--- src/shl_pkg.sv ---
// Shared types and codes for the sorted hit list merger.
// Used by the channel interfaces, controller, datapath and checker.
package shl_pkg;

    localparam int unsigned LIST_DEPTH_DEF = 1024;

    localparam int unsigned ACT_W   = 2;
    localparam int unsigned WORD_W  = 32;
    localparam int unsigned RIDX_W  = 10;
    localparam int unsigned CNT_W   = 11;
    localparam int unsigned STAT_W  = 2;

    localparam logic [ACT_W-1:0] ACT_CLEAR  = 2'd0;
    localparam logic [ACT_W-1:0] ACT_INSERT = 2'd1;
    localparam logic [ACT_W-1:0] ACT_READ   = 2'd2;

    localparam logic [STAT_W-1:0] ST_OK     = 2'd0;
    localparam logic [STAT_W-1:0] ST_FULL   = 2'd1;
    localparam logic [STAT_W-1:0] ST_BEYOND = 2'd2;

    // Field order gives the sort key: an unsigned compare of the whole word
    // orders by strand, read id, read offset, self offset.
    typedef struct packed {
        logic              strand;
        logic [WORD_W-1:0] rd;
        logic [WORD_W-1:0] offset;
        logic [WORD_W-1:0] qry_end;
    } t_entry;

    typedef struct packed {
        logic start;        // latch key, reset result fields
        logic clear_counts;
        logic batch_bump;
        logic set_full;
        logic set_beyond;
        logic rd_ridx;      // read at the incoming index
        logic idx_init;     // point at the last entry and read it
        logic step;         // move down one entry and read it
        logic shift_wr;     // move the entry just read up one place
        logic key_wr_hi;    // new hit goes above the entry just read
        logic key_wr_zero;  // new hit goes to the bottom
        logic commit_ins;
        logic cap_entry;
        logic load_out;
    } t_cmd;

    typedef struct packed {
        logic [ACT_W-1:0] in_action;
        logic             in_last;
        logic             full;
        logic             empty;
        logic             beyond;
        logic             entry_ge;
        logic             idx_zero;
        logic             out_free;
    } t_stat;

endpackage

--- src/shl_ctrl.sv ---
// Controller for the sorted hit list merger: sequences clear, insert scan
// and indexed read. Depends on shl_pkg.
module shl_ctrl (
    input  logic           i_clk,
    input  logic           i_rst_n,
    input  logic           i_in_valid,
    output logic           o_in_ready,
    input  shl_pkg::t_stat i_stat,
    output shl_pkg::t_cmd  o_cmd
);

    localparam logic [2:0] S_IDLE   = 3'd0;
    localparam logic [2:0] S_RDWAIT = 3'd1;
    localparam logic [2:0] S_SCAN   = 3'd2;
    localparam logic [2:0] S_PLACE  = 3'd3;
    localparam logic [2:0] S_RESP   = 3'd4;

    logic [2:0] r_state;
    logic [2:0] n_state;

    always_ff @(posedge i_clk) begin
        if (!i_rst_n) begin
            r_state <= S_IDLE;
        end else begin
            r_state <= n_state;
        end
    end

    assign o_in_ready = (r_state == S_IDLE);

    always_comb begin
        n_state = r_state;
        o_cmd   = '0;
        unique case (r_state)
            S_IDLE: begin
                if (i_in_valid) begin
                    o_cmd.start = 1'b1;
                    n_state     = S_RESP;
                    unique case (i_stat.in_action)
                        shl_pkg::ACT_CLEAR: begin
                            o_cmd.clear_counts = 1'b1;
                        end
                        shl_pkg::ACT_INSERT: begin
                            o_cmd.batch_bump = i_stat.in_last;
                            if (i_stat.full) begin
                                o_cmd.set_full = 1'b1;
                            end else if (i_stat.empty) begin
                                n_state = S_PLACE;
                            end else begin
                                o_cmd.idx_init = 1'b1;
                                n_state        = S_SCAN;
                            end
                        end
                        shl_pkg::ACT_READ: begin
                            if (i_stat.beyond) begin
                                o_cmd.set_beyond = 1'b1;
                            end else begin
                                o_cmd.rd_ridx = 1'b1;
                                n_state       = S_RDWAIT;
                            end
                        end
                        default: begin
                        end
                    endcase
                end
            end
            S_RDWAIT: begin
                o_cmd.cap_entry = 1'b1;
                n_state         = S_RESP;
            end
            S_SCAN: begin
                // stored entries at or above the new key move up; equal keys too
                if (i_stat.entry_ge) begin
                    o_cmd.shift_wr = 1'b1;
                    if (i_stat.idx_zero) begin
                        n_state = S_PLACE;
                    end else begin
                        o_cmd.step = 1'b1;
                    end
                end else begin
                    o_cmd.key_wr_hi  = 1'b1;
                    o_cmd.commit_ins = 1'b1;
                    n_state          = S_RESP;
                end
            end
            S_PLACE: begin
                o_cmd.key_wr_zero = 1'b1;
                o_cmd.commit_ins  = 1'b1;
                n_state           = S_RESP;
            end
            S_RESP: begin
                if (i_stat.out_free) begin
                    o_cmd.load_out = 1'b1;
                    n_state        = S_IDLE;
                end
            end
            default: begin
                n_state = S_IDLE;
            end
        endcase
    end

endmodule

--- config.mk ---
export PLATFORM = sky130hd
export DESIGN_NAME = shl_ctrl
export DESIGN_NICKNAME = d
export VERILOG_FILES = /design/src/shl_pkg.sv /design/src/shl_ctrl.sv
export SDC_FILE = /design/constraint.sdc
export NUM_CORES = 1
export LEC_CHECK = 0
export BUFFER_PORTS_ARGS = -buffer_cell sky130_fd_sc_hd__buf_2
export CAP_MARGIN = 20
export CORE_AREA = 2 2 39 41
export CTS_BUF_LIST = sky130_fd_sc_hd__clkbuf_4 sky130_fd_sc_hd__clkbuf_8
export DETAILED_ROUTE_END_ITERATION = 8
export DIE_AREA = 0 0 41 43
export MAX_ROUTING_LAYER = met4
export PLACE_DENSITY_LB_ADDON = 0.1
export SLEW_MARGIN = 10
export SYNTH_ARGS = -nofsm -noshare
export SYNTH_HDL_FRONTEND = slang
export SYNTH_SLANG_ARGS = --single-unit
--- constraint.sdc ---
create_clock -name i_clk -period 1.5 [get_ports i_clk]
set_input_delay 0.075 -clock i_clk [delete_from_list [all_inputs] [get_ports i_clk]]
set_output_delay 0.075 -clock i_clk [all_outputs]
set_load 0.005 [all_outputs]
* Word level (Yosys, flattened, before mapping)
Cells that the tools add are included.
** Word-level totals
- Flip-flop bits (word level) :: 3
- Input port bits :: 12
- Output and inout bits :: 15
- Word-level logic and storage cells :: 43
** Cells by class
- Eq/ne operators :: 9
- Multiplexer cells :: 29
- Reduce and logical (&&, ||, !) cells :: 4
** Operators by type and width (number)
- $mux 3 :: 7
- $mux 1 :: 14
- $mux 7 :: 2
- $pmux 3 s4 :: 1
- $eq 3x2->1 const B :: 2
- $mux 2 :: 3
- $pmux 3 s2 :: 1
- $ne 2x2->1 const B :: 2
- $eq 3x1->1 const B :: 1
- $eq 3x3->1 const B :: 1
- $logic_not 3->1 :: 1
- $ne 3x3->1 const B :: 1
- $reduce_and 3->1 :: 1
- $eq 2x1->1 const B :: 1
- $eq 2x2->1 const B :: 1
- $logic_not 2->1 :: 1
- $pmux 1 s2 :: 1
- $reduce_or 2->1 :: 1

* Depth between registers and ports, before layout
Gate-level depths: netlist (run 1).
- Depth after elaboration :: 5
- Depth in mapped cells :: 6
- Gate-level depth less buffers :: 5

* Worst setup path after synthesis (run 1)
OpenSTA, ideal clock, no wires.
- Path type :: register -> output
- From :: reg r_state[0]
- To :: out o_cmd[7] (netlist name)
- Arrival time :: 1.013 ns
- Data required time :: 1.425 ns
- Slack :: 0.412 ns
- Stages on the path, launching flop included :: 5
- Path buffers :: 1
- Cells stage by stage :: dfxtp_1 > buf_4 > nor4b_4 > nand2_1 > nor3_2
** RTL lines
- start: declaration :: RTL line shl_ctrl.sv:18 : logic [2:0] r_state;
- start signal: assignment :: RTL line shl_ctrl.sv:25 : r_state <= n_state;
- end: declaration :: RTL line shl_ctrl.sv:9 : output shl_pkg::t_cmd o_cmd

==> impl_metrics.py, run 1 <==
metrics = {
    "run_status": {
        "status": "finished clean",
    },
    "power_and_ir_drop": {
        "swShare_pct": 27.6,
        "power_leakage_nw": 0.321,
        "pwr-share-seq_pct": 27.0,
        "ir_drop_mv": 0.176,
        "p_int_w": 0.000251,
        "cellPowerDensity_nw_per_um2": 601,
        "p_clk_share_pct": 46.5,
        "p_comb_share_pct": 26.5,
        "p_sw_w": 0.0000959,
    },
    "critical_path": {
        "crit_start": "r_state[0]",
        "setup.worst_path.class": "register to output port",
        "r2r_cells": 5,
        "worstPathRequired_ps": 1420,
        "r2r_end": "r_state[0]",
        "setup.worst_path.end": "o_cmd[7]",
        "critical_path.max_fanout": 7,
        "reg2reg_slack_ps": 290,
        "r2r_start": "r_state[0]",
        "arrival_ps": 1330,
        "critPathLaunchType": "register",
        "worst_setup_path_end_kind": "output port",
    },
    "cts": {
        "clock_path_buffers": 2,
        "cts_sinks": 3,
        "cts_tree": "done",
        "cts-root-buf": "clkbuf_4",
        "htreeDepth": 1,
        "clkTransAtPathRegs_ps": 40,
        "clkLatencyLatePin_ps": 240,
        "cts_made_buffers": 3,
    },
    "routing": {
        "drc": 0,
        "drt_wl_total_um": 981,
        "viasPerCell": 4.81,
        "drt_iter0_drc": 11,
        "drt-pass1-iter-count": 4,
        "drtAntennaViolNets": 0,
        "avgRoutedWirePerCell_um": 10.1,
        "vias": 467,
    },
    "floorplanning": {
        "start_util_pct": 28.4,
        "dieArea_um2": 1760,
        "rows": 14,
        "die_x_um": 41,
        "core_area_um2": 1380,
        "top_level_ports": 27,
        "die_h_um": 43,
    },
    "final_layout": {
        "multiInputGateArea_um2": 294,
        "reg_top3": "r_state x3",
        "seq_area_um2": 66.3,
        "largest_reg_flops": 3,
        "layout_common_cells": "buf_2 (26), nor2_1 (5), inv_1 (4), and3_1 (4), clkbuf_4 (4)",
        "utilization_pct": 41.8,
        "fillCellCount": 168,
        "num-nets-final": 97,
        "antennaDiodeCount": 0,
        "area_delta_synth_final_pct": 47.1,
        "fin_cells": 97,
        "drive_above_1_share_pct": 48.1,
        "layout_commonest_cell": "buf_2",
        "top_register": "r_state",
    },
    "min_path": {
        "hold_start": "i_rst_n",
        "min_path_type": "input pin to register",
    },
    "flow_run": {
        "max-cap-violations": 0,
    },
    "synth": {
        "yosys-top-cells-area": "dfxtp_1 (15%), ha_1 (9.6%), and3_1 (6.4%), nor4b_4 (6.1%), nor3_2 (5.1%)",
        "synth.distinct_cells": 27,
        "ys_seq_area_share_pct": 15.3,
        "yosys_warnings": 0,
        "synth.avg_cell_area_um2": 7.70,
        "synth_top_area_share_pct": 15.3,
        "netlist_area_um2": 393,
        "yosysTopAreaCell": "dfxtp_1",
        "synthCells": 51,
        "synth_fp_nets": 66,
        "ys_seq_elements": 3,
    },
    "sta": {
        "setup_viol": 0,
        "fin_crit_sh_pct": 93.7,
        "fin_skew_ps": 4.69,
        "whs_ps": 95.6,
        "worst_pin_slew_ps": 351,
        "drv_slew": 0,
        "max_freq_mhz": 711,
        "hold_viol": 0,
        "period_needed_ps": 1410,
        "maxSlewHeadroom_pct": 76.5,
        "grt_setup_unrepaired": "true",
    },
    "grt": {
        "antenna_found_initial": 0,
        "overflow": 0,
        "grt_max_degree": 10,
        "grt_usage_pct": 12.9,
        "grt_pass1_vias": 388,
        "grt_pass1_wl_mm": 1.49,
    },
    "placement": {
        "dp_hpwl_um": 766,
        "placed_cells": 90,
        "port-buffer-count": 26,
        "gp_congestion": 0.649,
    },
}
[metal layers]
layer	vias to the layer above	global-route usage (%)	part of all wire [%]
met5	-	-	0
met4	0	8.00	0
met3	0	4.71	7.7
met2	24	20.3	51
met1	202	12.7	41
li1	241	-	-
[cell usage after synthesis, drive strengths merged]
cell type	instances
nor3	4
and2	1
buf	3
nand2	3
o211ai	1
ha	3
nor3b	1
nand4b	2
nand4bb	1
o21ai	1
nor2	5
inv	4
or3	1
a2bb2oi	1
a22oi	1
a21oi	2
nand3	2
and3	4
a311o	1
nor2b	3
and3b	1
nor4b	1
dfxtp	3
nand2b	2
[how the worst min path moves through the flow]
stage / end / slack (ps) / cells past startpoint
5_1_grt: r_state[1] / 110 / 3
6_report: r_state[1] / 100 / 3
3_3_place_gp: r_state[1] / 330 / 3
3_5_place_dp: r_state[1] / 340 / 3
4_1_cts: r_state[1] / 90 / 3
2_1_floorplan: o_cmd[7] / 170 / 1
[worst max-delay path, cell delays in order (launching register included)]
cell and delay, ps:
dfxtp_4 360, nor4b_4 400, nand2_1 110, nor3_2 100, buf_2 120
[cell type report]
class,count,share of cell area [%]
multi-input cells,41,50.9
repair buffers,29,26.4
flip-flops and latches,3,11.5
clock buffers,4,5.19
well taps,16,3.46
inverters,4,2.60
[kinds of logic after synthesis]
kind of cell    count (synthesis)  synth area share (%)
compound gates                  7                  12.4
flops                           3                  15.3
simple gates                   31                  52.9
fa+ha+maj                       3                  9.56
buf+inv                         7                  9.87
[what timing repair did]
| item | 4_1_cts | 5_1_grt |
|---|---|---|
| endpoints found under the setup margin | 1 | 8 |
| hold buffers | 0 | 0 |
| buffers inserted | 0 | 3 |
| pin swaps | 1 | 2 |
| gates resized for setup | 1 | 3 |
[power groups by stage]
stage,Sequential (W),Clock (W),Combinational [W]
2_1_floorplan,0.0000857,0,0.0000615
3_3_place_gp,0.0000954,0,0.0000908
3_5_place_dp,0.0000954,0,0.0000900
4_1_cts,0.0000950,0.000167,0.0000912
5_1_grt,0.0000942,0.000181,0.000104
6_report,0.0000937,0.000162,0.0000920
[metrics by stage]
| stage | setup TNS (ps) | area (um^2) | power (W) | worst slack (ps) |
|---|---|---|---|---|
| after global placement | 0 | 519 | 0.000186 | 228 |
| after CTS | 0 | 551 | 0.000354 | 3.58 |
| after global routing | -33.6 | 578 | 0.000379 | -33.6 |
| final | 0 | 578 | 0.000347 | 94.4 |
| after detailed placement | 0 | 519 | 0.000185 | 232 |
| after floorplan | 0 | 393 | 0.000147 | 412 |
No activity file was read; power rests on OpenSTA's default activity.
==> run 2: changes to the inputs <==
Settings changed: CELL_PAD_IN_SITES_DETAIL_PLACEMENT from default to 1, CELL_PAD_IN_SITES_GLOBAL_PLACEMENT from default to 1, CORE_AREA 2 2 39 41 to default, CORE_MARGIN from default to 1, CORE_UTILIZATION from default to 27, DIE_AREA 0 0 41 43 to default, SLEW_MARGIN 10 to default.
==> run 2 against run 1 <==
Compared with the run above: sequential cell count unchanged; power up 0.87%; highest routed layer unchanged; critical path depth up 1; critical endpoint unchanged; sequential share of layout area down 0.062 points; largest power group unchanged; count of clock-buffer cells in the layout unchanged.
==> impl_metrics.py, run 2 (synthesis gave the netlist of run 1 again) <==
metrics = {
    "routing": {
        "viasPerCell": 5.06,
        "drc": 0,
        "avgRoutedWirePerCell_um": 12.1,
        "drt-pass1-iter-count": 4,
        "vias": 476,
        "drt_wl_total_mm": 1.14,
        "drtAntennaViolNets": 0,
        "drt_iter0_drc": 4,
    },
    "critical_path": {
        "crit_path_max_incr_delay_ps": 370,
        "worstPathRequired_ps": 1420,
        "worst_setup_path_end_kind": "output port",
        "critPathLaunchType": "register",
        "setup.worst_path.class": "register to output port",
        "reg2reg_slack_ps": 400,
        "r2r_start": "r_state[1]",
        "path_cells": "nor4b_4 > buf_4 > nand2_1 > nor3_2 > buf_2",
        "crit_slowest_cell": "dfxtp_2",
        "critical_path.max_fanout": 9,
        "r2r_cells": 3,
        "path_buf_inv": 2,
        "r2r_end": "r_state[2]",
        "arrival_ps": 1350,
        "cp_top_family": "simple AND/OR/NAND/NOR gates",
    },
    "cts": {
        "cts_made_buffers": 3,
        "clkLatencyLatePin_ps": 230,
        "htreeDepth": 1,
        "cts-root-buf": "clkbuf_4",
        "cts_tree": "done",
        "clkTransAtPathRegs_ps": 40,
        "cts_sinks": 3,
        "clock_path_buffers": 2,
        "postCtsHoldBufs": 0,
    },
    "final_layout": {
        "utilization_pct": 41.9,
        "seq_area_um2": 63.8,
        "drive_above_1_share_pct": 46.8,
        "layout_common_cells": "buf_2 (26), nor2_1 (5), inv_1 (4), and3_1 (4), clkbuf_4 (4)",
        "area_delta_synth_final_pct": 42.4,
        "layout_commonest_cell": "buf_2",
        "multiInputGateArea_um2": 294,
        "fillCellCount": 184,
        "largest_reg_flops": 3,
        "antennaDiodeCount": 0,
        "reg_top3": "r_state x3",
        "top_register": "r_state",
        "num-nets-final": 95,
    },
    "sta": {
        "fin_ws_ps": 71.3,
        "setup-tns-final_ps": 0,
        "worst_pin_slew_ps": 221,
        "drv_slew": 0,
        "setup_viol": 0,
        "maxSlewHeadroom_pct": 85.2,
        "whs_ps": 93.7,
        "grt_setup_unrepaired": "false",
        "fin_crit_sh_pct": 95.2,
        "fin_skew_ps": 0.196,
        "max_freq_mhz": 700,
        "period_needed_ps": 1430,
        "hold_viol": 0,
    },
    "grt": {
        "grt_use_met3_pct": 1.67,
        "grt_max_degree": 10,
        "grt_pass1_vias": 421,
        "antenna_found_initial": 0,
        "grt_pass1_wl_mm": 1.66,
        "overflow": 0,
        "grt_usage_pct": 15.6,
        "use_met1_pct": 16.1,
        "grt_most_used_layer": "met2",
        "met2_usage_pct": 29.8,
    },
    "power_and_ir_drop": {
        "power_leakage_nw": 0.309,
        "cellPowerDensity_nw_per_um2": 626,
        "fin_total_pwr_w": 0.000350,
        "ir_drop_mv": 0.207,
    },
    "floorplanning": {
        "rows": 13,
        "core_area_um2": 1330,
        "dieArea_um2": 1610,
        "top_level_ports": 27,
        "die_x_um": 40.1,
        "start_util_pct": 29.5,
        "die_h_um": 40.1,
    },
    "min_path": {
        "hold_start": "i_rst_n",
        "hold_path_depth": 3,
        "min_path_type": "input pin to register",
        "min_to": "r_state[1]",
    },
    "placement": {
        "pre_cts_slack_ps": 196,
        "dp_hpwl_um": 907,
        "gp_congestion": 0.647,
        "port-buffer-count": 26,
    },
    "run_status": {
        "status": "finished clean",
    },
    "flow_run": {
        "max-cap-violations": 0,
    },
}
run 2: cell types whose count changed in the layout (fill, tap and decap cells not counted):
cell / change
buf_4: -2
dfxtp_2: +1
dfxtp_4: -1
run 2: layout make-up:
type | count | share of cell area, %
clock buffers | 4 | 5.37
repair buffers | 27 | 24.6
multi-input cells | 41 | 52.6
well taps | 15 | 3.36
flip-flops and latches | 3 | 11.4
inverters | 4 | 2.68
run 2: worst max path at each step:
stage	startpoint	endpoint	slack (ps)	cells after the start
2_1_floorplan	r_state[0]	o_cmd[7]	410	4
3_3_place_gp	r_state[1]	o_cmd[7]	210	4
3_5_place_dp	r_state[1]	o_cmd[7]	200	4
4_1_cts	r_state[2]	o_cmd[7]	9	5
5_1_grt	r_state[2]	o_cmd[7]	10	5
6_report	r_state[2]	o_cmd[7]	70	5
run 2: per-layer routing:
metal	share of wire [%]	wire length [um]
met4	0	0
met3	6.1	69
met1	41	471
met5	0	0
met2	53	599
run 2: stage by stage:
step | std cells | instance area, um^2
finish | 94 | 559
global route | 94 | 559
CTS | 94 | 556
detailed placement | 89 | 518
global placement | 89 | 518
floorplan | 51 | 393
run 2: timing repair:
item                       CTS  global route
pin swaps                    1             0
setup buffers                1             0
setup endpoints to repair    5             7
gates resized for setup      0             3
run 2: power by group:
| part | internal [W] | switching, W |
|---|---|---|
| clock | 0.000118 | 0.0000400 |
| combinational | 0.0000520 | 0.0000447 |
| sequential | 0.0000849 | 0.0000110 |
| total | 0.000254 | 0.0000957 |
run 2: worst reg2reg max path, delay by kind of cell, from the launching register on:
kind / cells / cell delay, ps
AOI/OAI and AO/OA: 2 / 460
DFF: 1 / 370
and+or+nand+nor: 1 / 160
==> run 3: changes to the inputs <==
Clock period 1.5 ns to 1.4 ns, I/O delays scaled along.
==> run 3 against run 2 <==
Compared with the run above: combinational power grew 12%; sequential power grew 2.1%; sequential cell count is the same; critical path depth shrank 1; routed wire length grew 4.5%; via count grew 4.8%; cell area grew 3.1%; global-route usage grew 1.6 points; sequential share of layout area grew 0.087 points; count of clock-buffer cells in the layout is the same; final cell count grew 2.1%; die area is the same; highest routed layer unchanged.
==> impl_metrics.py, run 3 (synthesis gave the netlist of run 1 again) <==
metrics = {
    "routing": {
        "drt-pass1-iter-count": 4,
        "avgRoutedWirePerCell_um": 12.4,
        "drtAntennaViolNets": 0,
        "drc": 0,
        "vias": 499,
        "drt_iter0_drc": 6,
        "drt_wl_total_mm": 1.19,
        "viasPerCell": 5.20,
    },
    "critical_path": {
        "critPathLaunchType": "register",
        "cp_top_family": "simple AND/OR/NAND/NOR gates",
        "arrival_ps": 1320,
        "path_buf_inv": 1,
        "path_cells": "nor4b_4 > nand2_1 > nor3_2 > buf_2",
        "cp.depth": 4,
        "critical_path.max_fanout": 7,
        "crit_path_max_incr_delay_ps": 390,
        "crit_slowest_cell": "nor4b_4",
        "setup.worst_path.class": "register to output port",
        "worst_setup_path_end_kind": "output port",
        "r2r_cells": 5,
        "worstPathRequired_ps": 1330,
    },
    "cts": {
        "cts_sinks": 3,
        "clock_path_buffers": 2,
        "cts_tree": "done",
        "clkTransAtPathRegs_ps": 40,
        "cts_made_buffers": 3,
        "cts-root-buf": "clkbuf_4",
        "htreeDepth": 1,
        "postCtsHoldBufs": 0,
        "clkLatencyLatePin_ps": 230,
    },
    "final_layout": {
        "num-nets-final": 97,
        "fin_cells": 96,
        "reg_top3": "r_state x3",
        "top_register": "r_state",
        "area_delta_synth_final_pct": 46.8,
        "layout_common_cells": "buf_2 (26), nor2_1 (5), inv_1 (4), and3_1 (4), clkbuf_4 (4)",
        "fillCellCount": 184,
        "antennaDiodeCount": 0,
        "multiInputGateArea_um2": 294,
        "seq_area_um2": 66.3,
        "largest_reg_flops": 3,
        "drive_above_1_share_pct": 48.1,
        "layout_commonest_cell": "buf_2",
    },
    "sta": {
        "max_freq_mhz": 720,
        "fin_crit_sh_pct": 99.2,
        "hold_viol": 0,
        "maxSlewHeadroom_pct": 77.3,
        "grt_setup_unrepaired": "true",
        "fin_skew_ps": 2.11,
        "setup_viol": 0,
        "worst_pin_slew_ps": 340,
        "whs_ps": 107,
        "period_needed_ps": 1390,
        "drv_slew": 0,
    },
    "floorplanning": {
        "start_util_pct": 29.5,
        "rows": 13,
        "dieArea_um2": 1610,
        "core_area_um2": 1330,
        "die_x_um": 40.1,
        "die_h_um": 40.1,
        "top_level_ports": 27,
    },
    "run_status": {
        "status": "finished clean",
    },
    "placement": {
        "gp_congestion": 0.635,
        "placed_cells": 90,
        "port-buffer-count": 26,
        "dp_hpwl_um": 943,
    },
    "min_path": {
        "min_path_type": "input pin to register",
        "hold_path_depth": 3,
    },
    "grt": {
        "antenna_found_initial": 0,
        "grt_pass1_vias": 441,
        "grt_max_degree": 10,
        "grt_pass1_wl_mm": 1.81,
        "grt_usage_pct": 17.2,
        "overflow": 0,
    },
    "flow_run": {
        "max-cap-violations": 0,
    },
    "power_and_ir_drop": {
        "power_leakage_nw": 0.321,
        "ir_drop_mv": 0.231,
        "cellPowerDensity_nw_per_um2": 649,
    },
}
## run 3: cell types whose count changed in the layout (fill, tap and decap cells not counted)
cell,change
buf_4,+2
dfxtp_2,-1
dfxtp_4,+1
## run 3: cell type report
type	count	area share (%)
timing repair buffer	29	26.5
inverter	4	2.60
clock buffer	4	5.21
sequential	3	11.5
tap	15	3.25
multi-input combinational	41	51.0
## run 3: what timing repair did
item / in CTS / in global routing
gates resized for setup: 3 / 1
pin swaps: 1 / 2
setup buffers: 0 / 2
setup endpoints to repair: 8 / 6
## run 3: metrics by stage
step | setup slack [ps] | area, um^2 | util, % | total power, W | setup TNS (ps)
6_report | 11.0 | 577 | 43.2 | 0.000374 | 0
5_1_grt | -112 | 577 | 43.2 | 0.000403 | -282
4_1_cts | -25.6 | 559 | 41.9 | 0.000381 | -25.6
3_5_place_dp | 143 | 526 | 39.4 | 0.000206 | 0
3_3_place_gp | 170 | 526 | 39.4 | 0.000205 | 0
2_1_floorplan | 317 | 393 | - | 0.000158 | 0
## run 3: tightest hold or removal path: stages
cell	delay (ps)
buf_2	120
nand2_1	60
o21ai_0	60
## run 3: worst paths after layout
path / slack (ps) / from / to
min reg2reg: 650 / r_state[0] / r_state[2]
max: 10 / r_state[2] / o_cmd[7]
max reg2reg: 290 / r_state[2] / r_state[1]
min: 110 / i_rst_n / r_state[1]
## run 3: report_power, final
group          leakage (nW)  switching (W)  internal, W
clock network        0.0184      0.0000422     0.000126
registers            0.0261     0.00000851    0.0000893
logic                 0.276      0.0000515    0.0000569
total                 0.321       0.000102     0.000272
## run 3: layer usage
layer / GRT usage, % / vias to the layer above / routed length (um)
met5: - / - / 0
met4: 5.17 / 0 / 0
met3: 3.33 / 0 / 74
met2: 30.2 / 22 / 599
met1: 19.3 / 235 / 516
li1: - / 242 / -
